$ cat src/rtl/plc_pkg.sv
// Shared types and constants for the pixel layer combiner.
package plc_pkg;

  // Lane layout: red, green, blue, then alpha
  localparam int PLC_LANES = 4;
  localparam int LANE_ALPHA = 3;

  // Configuration port
  localparam int CFG_IDX_W = 3;
  localparam int CFG_DATA_W = 8;

  localparam logic [CFG_IDX_W-1:0] CFG_MODE         = 3'd0;
  localparam logic [CFG_IDX_W-1:0] CFG_FILTER_RED   = 3'd1;
  localparam logic [CFG_IDX_W-1:0] CFG_FILTER_GREEN = 3'd2;
  localparam logic [CFG_IDX_W-1:0] CFG_FILTER_BLUE  = 3'd3;
  localparam logic [CFG_IDX_W-1:0] CFG_FILTER_ALPHA = 3'd4;

  localparam logic [7:0] FILTER_RESET = 8'd255;
  localparam logic [7:0] BYTE_MAX = 8'd255;

  // Blend mode codes
  typedef enum logic [3:0] {
    MODE_ADDCLAMP  = 4'd0,
    MODE_ADDWRAP   = 4'd1,
    MODE_SUBCLAMP  = 4'd2,
    MODE_SUBWRAP   = 4'd3,
    MODE_MUL       = 4'd4,
    MODE_MULDOUBLE = 4'd5,
    MODE_BLEND     = 4'd6,
    MODE_ALPHA     = 4'd7,
    MODE_LAYER     = 4'd8
  } plc_mode_t;

  // Request payload
  typedef struct packed {
    logic [7:0] target_red;
    logic [7:0] target_green;
    logic [7:0] target_blue;
    logic [7:0] target_alpha;
    logic [7:0] layer_red;
    logic [7:0] layer_green;
    logic [7:0] layer_blue;
    logic [7:0] layer_alpha;
  } plc_in_t;

  // Result payload
  typedef struct packed {
    logic [7:0] out_red;
    logic [7:0] out_green;
    logic [7:0] out_blue;
    logic [7:0] out_alpha;
  } plc_out_t;

  // Per-lane data after the product stage
  typedef struct packed {
    logic [7:0]  t;     // target byte
    logic [7:0]  s;     // filtered layer byte
    logic [15:0] pl;    // layer weight product
    logic [15:0] pt;    // target weight product
  } plc_s1_t;

  // Per-lane data after the combine stage
  typedef struct packed {
    logic [7:0]  t;
    logic [8:0]  sum;   // t + s
    logic [8:0]  diff;  // t - s, bit 8 set when negative
    logic [15:0] prod;  // t * s
    logic [15:0] x;     // composite numerator
    logic [7:0]  q0;    // estimate of x / 255, low by at most one
  } plc_s2_t;

endpackage

$ cat src/rtl/pixel_layer_combiner.sv
// Pixel layer combiner: three-stage pipelined RGBA blend with nine modes.
// A request taken at a clock edge passes the s1 and s2 registers into result,
// where done flags it; one pixel per clock, busy stays low and nothing stalls.
// Stage one holds the 8x8 multiplies, stage two the adds and the t*s multiply
// with the divide-by-255 estimate, stage three the mode select and correction.
// Reset empties the pipeline and sets layer mode with all filter bytes at 255.
module pixel_layer_combiner
  import plc_pkg::*;
(
  input  logic                  clk,
  input  logic                  rst,
  input  logic                  start,
  output logic                  busy,
  input  plc_in_t               pixel,
  output logic                  done,
  output plc_out_t              result,
  input  logic                  cfg_we,
  input  logic [CFG_IDX_W-1:0]  cfg_index,
  input  logic [CFG_DATA_W-1:0] cfg_data
);

  // Configuration registers
  logic [3:0] mode;
  logic [7:0] filter_red;
  logic [7:0] filter_green;
  logic [7:0] filter_blue;
  logic [7:0] filter_alpha;

  plc_mode_t mode_eff;

  // Pipeline registers
  logic      v1;
  logic      v2;
  plc_mode_t m1;
  plc_mode_t m2;
  plc_s1_t   s1      [PLC_LANES];
  plc_s2_t   s2      [PLC_LANES];
  plc_s1_t   s1_next [PLC_LANES];
  plc_s2_t   s2_next [PLC_LANES];
  plc_out_t  result_next;

  logic [7:0]  tv   [PLC_LANES];
  logic [7:0]  fop  [PLC_LANES];
  logic [7:0]  fv   [PLC_LANES];
  logic [7:0]  lop  [PLC_LANES];
  logic [15:0] rem  [PLC_LANES];
  logic [7:0]  lane_res [PLC_LANES];

  logic accept;

  assign busy   = 1'b0;
  assign accept = start && !busy;

  // Unused codes fall back to layer compositing
  assign mode_eff = (mode > 4'(MODE_LAYER)) ? MODE_LAYER : plc_mode_t'(mode);

  // Write configuration
  always_ff @(posedge clk) begin
    if (rst) begin
      mode         <= 4'(MODE_LAYER);
      filter_red   <= FILTER_RESET;
      filter_green <= FILTER_RESET;
      filter_blue  <= FILTER_RESET;
      filter_alpha <= FILTER_RESET;
    end else if (cfg_we) begin
      unique case (cfg_index)
        CFG_MODE:         mode         <= cfg_data[3:0];
        CFG_FILTER_RED:   filter_red   <= cfg_data[7:0];
        CFG_FILTER_GREEN: filter_green <= cfg_data[7:0];
        CFG_FILTER_BLUE:  filter_blue  <= cfg_data[7:0];
        CFG_FILTER_ALPHA: filter_alpha <= cfg_data[7:0];
        default: ;
      endcase
    end
  end

  // Route operands to lanes; alpha lane filters layer alpha and composites 255
  always_comb begin
    tv[0] = pixel.target_red;
    tv[1] = pixel.target_green;
    tv[2] = pixel.target_blue;
    tv[3] = pixel.target_alpha;
    fop[0] = pixel.layer_red;
    fop[1] = pixel.layer_green;
    fop[2] = pixel.layer_blue;
    fop[3] = pixel.layer_alpha;
    fv[0] = filter_red;
    fv[1] = filter_green;
    fv[2] = filter_blue;
    fv[3] = filter_alpha;
    lop[0] = pixel.layer_red;
    lop[1] = pixel.layer_green;
    lop[2] = pixel.layer_blue;
    lop[3] = BYTE_MAX;
  end

  // Stage one: filter and weight products
  always_comb begin
    logic [15:0] sprod;
    for (int i = 0; i < PLC_LANES; i++) begin
      sprod         = 16'(fop[i]) * 16'(fv[i]);
      s1_next[i].t  = tv[i];
      s1_next[i].s  = sprod[15:8];
      s1_next[i].pl = 16'(lop[i]) * 16'(pixel.layer_alpha);
      s1_next[i].pt = 16'(tv[i]) * 16'(BYTE_MAX - pixel.layer_alpha);
    end
  end

  // Stage two: sums, difference, product and quotient estimate
  always_comb begin
    logic [16:0] xq;
    for (int i = 0; i < PLC_LANES; i++) begin
      s2_next[i].t    = s1[i].t;
      s2_next[i].sum  = {1'b0, s1[i].t} + {1'b0, s1[i].s};
      s2_next[i].diff = {1'b0, s1[i].t} - {1'b0, s1[i].s};
      s2_next[i].prod = 16'(s1[i].t) * 16'(s1[i].s);
      s2_next[i].x    = s1[i].pl + s1[i].pt;
      // floor(x * 257 / 65536) undershoots x / 255 by at most one
      xq              = 17'(s2_next[i].x) + 17'(s2_next[i].x[15:8]);
      s2_next[i].q0   = xq[15:8];
    end
  end

  // Stage three: correct the quotient and select by mode
  always_comb begin
    logic [7:0] q;
    for (int i = 0; i < PLC_LANES; i++) begin
      rem[i] = s2[i].x - {s2[i].q0, 8'd0} + 16'(s2[i].q0);
      q      = (rem[i] >= 16'(BYTE_MAX)) ? s2[i].q0 + 8'd1 : s2[i].q0;
      case (m2)
        MODE_ADDCLAMP:
          lane_res[i] = (s2[i].sum >= 9'(BYTE_MAX)) ? BYTE_MAX : s2[i].sum[7:0];
        MODE_ADDWRAP:
          lane_res[i] = (s2[i].sum >= 9'(BYTE_MAX)) ? 8'(s2[i].sum - 9'(BYTE_MAX))
                                                    : s2[i].sum[7:0];
        MODE_SUBCLAMP:
          lane_res[i] = s2[i].diff[8] ? 8'd0 : s2[i].diff[7:0];
        MODE_SUBWRAP:
          // A full 255 wraps to zero; a negative difference keeps its low byte
          lane_res[i] = (!s2[i].diff[8] && s2[i].diff[7:0] == BYTE_MAX) ? 8'd0
                                                                     : s2[i].diff[7:0];
        MODE_MUL:
          lane_res[i] = s2[i].prod[15:8];
        MODE_MULDOUBLE:
          lane_res[i] = (s2[i].prod[15:7] >= 9'(BYTE_MAX)) ? BYTE_MAX
                                                           : s2[i].prod[14:7];
        MODE_BLEND:
          lane_res[i] = s2[i].sum[8:1];
        MODE_ALPHA:
          lane_res[i] = (i == LANE_ALPHA) ? s2[i].sum[8:1] : s2[i].t;
        default:
          lane_res[i] = q;
      endcase
      // Target alpha passes through in the color modes
      if (i == LANE_ALPHA && m2 != MODE_ALPHA && m2 != MODE_LAYER) begin
        lane_res[i] = s2[i].t;
      end
    end
    result_next.out_red   = lane_res[0];
    result_next.out_green = lane_res[1];
    result_next.out_blue  = lane_res[2];
    result_next.out_alpha = lane_res[3];
  end

  // Advance valid bits
  always_ff @(posedge clk) begin
    if (rst) begin
      v1   <= 1'b0;
      v2   <= 1'b0;
      done <= 1'b0;
    end else begin
      v1   <= accept;
      v2   <= v1;
      done <= v2;
    end
  end

  // Advance payload
  always_ff @(posedge clk) begin
    m1     <= mode_eff;
    m2     <= m1;
    result <= result_next;
    for (int i = 0; i < PLC_LANES; i++) begin
      s1[i] <= s1_next[i];
      s2[i] <= s2_next[i];
    end
  end

  // Every request yields a result with done; none is lost in the pipeline
  a_accept_to_done: assert property (@(posedge clk) disable iff (rst)
    accept |-> ##3 done)
    else $error("request lost in pipeline");

  // No result without a request
  a_done_has_request: assert property (@(posedge clk) disable iff (rst)
    done |-> $past(accept, 3))
    else $error("result without request");

  // Quotient estimate is never low by more than one
  a_rem_bound: assert property (@(posedge clk) disable iff (rst)
    v2 |-> (rem[0] < 16'd510 && rem[1] < 16'd510 &&
            rem[2] < 16'd510 && rem[3] < 16'd510))
    else $error("divide by 255 estimate out of range");

  // Opaque layer in layer mode replaces the target
  a_opaque_layer: assert property (@(posedge clk) disable iff (rst)
    (done && $past(accept && mode_eff == MODE_LAYER &&
                   pixel.layer_alpha == BYTE_MAX, 3))
    |-> (result.out_red == $past(pixel.layer_red, 3) &&
         result.out_alpha == BYTE_MAX))
    else $error("opaque composite mismatch");

endmodule

$ cat config.mk
export PLATFORM = sky130hd
export DESIGN_NAME = pixel_layer_combiner
export DESIGN_NICKNAME = d
export VERILOG_FILES = /design/src/rtl/plc_pkg.sv /design/src/rtl/pixel_layer_combiner.sv
export SDC_FILE = /design/constraint.sdc
export NUM_CORES = 2
export LEC_CHECK = 0
export ABC_AREA = 1
export ABC_CLOCK_PERIOD_IN_PS = 12000
export BUFFER_PORTS_ARGS = -buffer_cell sky130_fd_sc_hd__buf_2
export CAP_MARGIN = 20
export CORE_ASPECT_RATIO = 1.75
export CORE_MARGIN = 8
export CORE_UTILIZATION = 45
export CTS_CLUSTER_SIZE = 30
export DETAILED_ROUTE_END_ITERATION = 7
export GPL_TIMING_DRIVEN = 0
export HOLD_SLACK_MARGIN = 0.03
export PLACE_DENSITY = 0.6
export SLEW_MARGIN = 10
export SYNTH_ARGS = -nofsm -noshare
export SYNTH_HDL_FRONTEND = slang
export SYNTH_SLANG_ARGS = --single-unit
$ cat constraint.sdc
create_clock -name clk -period 12 [get_ports clk]
set_clock_uncertainty 0.2 [all_clocks]
set_input_delay 0.6 -clock clk [delete_from_list [all_inputs] [get_ports clk]]
set_output_delay 0.6 -clock clk [all_outputs]
set_load 0.05 [all_outputs]
==> results.py <==
metrics = {
    "yosys": {
        "ys.warnings.count": 0,
        "synth_top_family_by_area": "adder cells",
        "synth_commonest_cells": "1,862 x inv_1, 1,763 x nand2_1, 833 x ha_1",
        "synth_fp_nets": 9186,
        "yosys.area_share.simple": 0.193,
        "synth_most_common_cell": "inv_1",
        "synth_compound_area_frac": 0.0690,
        "netlist_top_cells_area": "fa_1 20%, ha_1 18%, dfxtp_1 18%, inv_1 12%, nand2_1 12%",
        "async_flop_share": 0,
        "yosysUniqueCellTypes": 54,
        "syn_area_per_cell_um2": 7.47,
        "synthesis.area_um2": 57500,
        "synth_top_area_share": 0.198,
        "synth_seq_area_share": 0.175,
        "synthFlopType": "dfxtp_1",
        "synth_edf_count": 0,
        "synthXorXnorAreaFrac": 0.0486,
        "synth-seq-cells": 503,
        "yosys-mux-area-fraction": 0,
        "netlist_instances": 7705,
        "synthAdderAreaFrac": 0.379,
        "netlist.top_cell.by_area": "fa_1",
    },
    "worst_setup_path": {
        "path_buf_inv": 8,
        "slowest_stage": "clkinv_1",
        "start_kind": "input port",
        "critPathCaptureType": "flip-flop",
        "cpLargestDelayFamily": "buffers and inverters",
        "max_stage_delay_ns": 0.83,
        "worstPathRequired_ns": 12.30,
        "path_cells": "dlygate4sd3_1 -> buf_2 -> clkbuf_1 -> clkinv_1 -> nand2_1 -> fa_1 -> fa_1 -> inv_1 -> fa_1 -> inv_1 -> fa_1 -> inv_1 -> ha_1 -> nand2_1 -> inv_1 -> a21oi_1 -> o21ai_0 -> a21boi_0 -> o21bai_1 -> a21oi_1 -> xor2_1",
        "critical_path_class": "in -> reg",
        "worst_ep_arrival_time_ns": 6.99,
        "critical_path.max_fanout": 10,
    },
    "global_routing": {
        "grtUsageTotal": 0.237,
        "grt_max_degree": 17,
        "grt.busiest_layer": "met2",
        "grt_use_met1": 0.248,
        "grt_pass1_vias": 50032,
        "grt_overflow": 0,
        "grt_pass1_wl_mm": 263,
        "grtUsageMet2": 0.454,
        "antenna_found_initial": 27,
        "gr-usage-met3": 0.0278,
    },
    "die": {
        "initial_core_util": 0.454,
        "dieArea_um2": 140000,
        "dieWidth_um": 286,
        "rows": 173,
        "die_h_um": 489,
        "core_um2": 127000,
        "ioPinCount": 113,
    },
    "hold_path": {
        "hp-class": "in -> reg",
    },
    "drt": {
        "drt_iter0_markers": 2421,
        "firstDrtPassIters": 6,
        "routed_wl_mm": 166,
        "route.vias.total": 48162,
        "vias_per_cell": 5.01,
        "wl_per_cell_um": 17.3,
        "drc": 0,
        "ant_nets": 0,
    },
    "clocking": {
        "cts_tree": "done",
        "worstSkewPairLatency_ns": 0.65,
        "clk_pin_slew_ns": 0.07,
        "cts.sink_count": 503,
        "cts_buffer_depth": 3,
        "root_buffer": "clkbuf_16",
        "postCtsSetupBuffers": 0,
        "htreeDepth": 2,
        "cts_buffers": 53,
    },
    "final_layout": {
        "area.growth.synth_to_final_pct": 8.52,
        "layout-drive-gt1-share": 0.0330,
        "layout.nets": 9373,
        "fillers": 12794,
    },
    "sta": {
        "setup_viol": 0,
        "fmaxAchievable_mhz": 149,
        "finalCriticalPeriod_ns": 6.69,
        "worst_pin_slew_ns": 1.14,
        "relSlewSlack": 0.243,
        "fin_tns_setup_ns": 0,
        "finalCritPeriodShare": 0.558,
        "grt_setup_unrepaired": "false",
        "drv_slew": 0,
        "hold_violations": 0,
    },
    "outcome": {
        "status": "complete, no violations",
    },
    "placement": {
        "io_buffers": 92,
        "place_congestion": 0.938,
        "post-dp-hpwl_mm": 141,
    },
    "job": {
        "max_cap_violations": 0,
    },
}
[cell families (layout without fill, tap and decap cells)]
group / Yosys count / in the layout
xor+xnor: 314 / 314
buf+inv: 2064 / 2296
simple gates: 2712 / 2712
flops: 503 / 503
compound gates: 709 / 709
other cells: 1 / 16
fa+ha+maj: 1402 / 1402
[final cells by class]
class | count | area (µm²) | share of cell area
tap | 1662 | 2080 | 0.0333
clock inverter | 33 | 429 | 0.00687
timing repair buffer | 132 | 867 | 0.0139
inverter | 1872 | 7030 | 0.113
sequential | 503 | 10100 | 0.161
clock buffer | 67 | 1480 | 0.0237
multi-input combinational | 5138 | 39700 | 0.636
antenna | 15 | 37.5 | 0.000601
buffer | 192 | 757 | 0.0121
[layer usage]
| metal | up-vias | routed length, µm |
|---|---|---|
| met5 | - | 73 |
| met4 | 12 | 10800 |
| met3 | 434 | 7230 |
| met2 | 1092 | 86500 |
| met1 | 22846 | 61500 |
| li1 | 23778 | - |
[sequential cells by signal (all words and copies together), names as in the netlist]
name	cells
m1	4
m2	4
mode	4
filter_alpha	8
s1	192
filter_green	8
result	32
done	1
s2	232
v2	1
v1	1
filter_blue	8
filter_red	8
[stage by stage]
stage / instance area (µm²) / utilization / std cells / hold slack, ns / worst slack (ns)
detailed placement: 60100 / 0.474 / 9461 / 0.116 / 5.20
finish: 62400 / 0.492 / 9614 / 0.0785 / 5.31
global placement: 60100 / 0.474 / 9459 / 0.113 / 4.96
CTS: 62400 / 0.492 / 9599 / 0.0305 / 5.41
floorplan: 57500 / - / 7705 / 0.110 / 6.88
global route: 62400 / 0.492 / 9606 / 0.0694 / 5.00
[worst min-delay path, cell delays in order]
cell     delay, ns
buf_2         0.16
nand2_1       0.09
inv_1         0.03
[repair_timing]
action                    CTS  global route
gates resized for setup     0             0
hold buffers               38             0
hold endpoints to repair   38             0
[final timing paths]
kind | start | endpoint | depth (start not counted) | slack, ns
setup reg to reg | filter_red[2] | s1[0][39] | 21 | 6.68
hold reg to reg | m1[1] | m2[1] | 0 | 0.13
setup / recovery | pixel[0] | s1[2][14] | 21 | 5.31
hold / removal | pixel[8] | s1[2][16] | 3 | 0.08
[layout by cell type, fill, tap and decap left out, types with 55 or more instances in the layout]
cell       count
a21oi_1      359
ha_1         833
inv_1       1862
fa_1         569
clkbuf_16     55
buf_2        108
nand3_1      248
dfxtp_1      503
xnor2_1       93
xor2_1       215
nand2_1     1763
nand4_1      104
o21ai_0      179
nor2_1       479
clkbuf_1     155
Power is not shown: default switching activity piles up to over one toggle a cycle in this logic, so the estimate is an artifact.
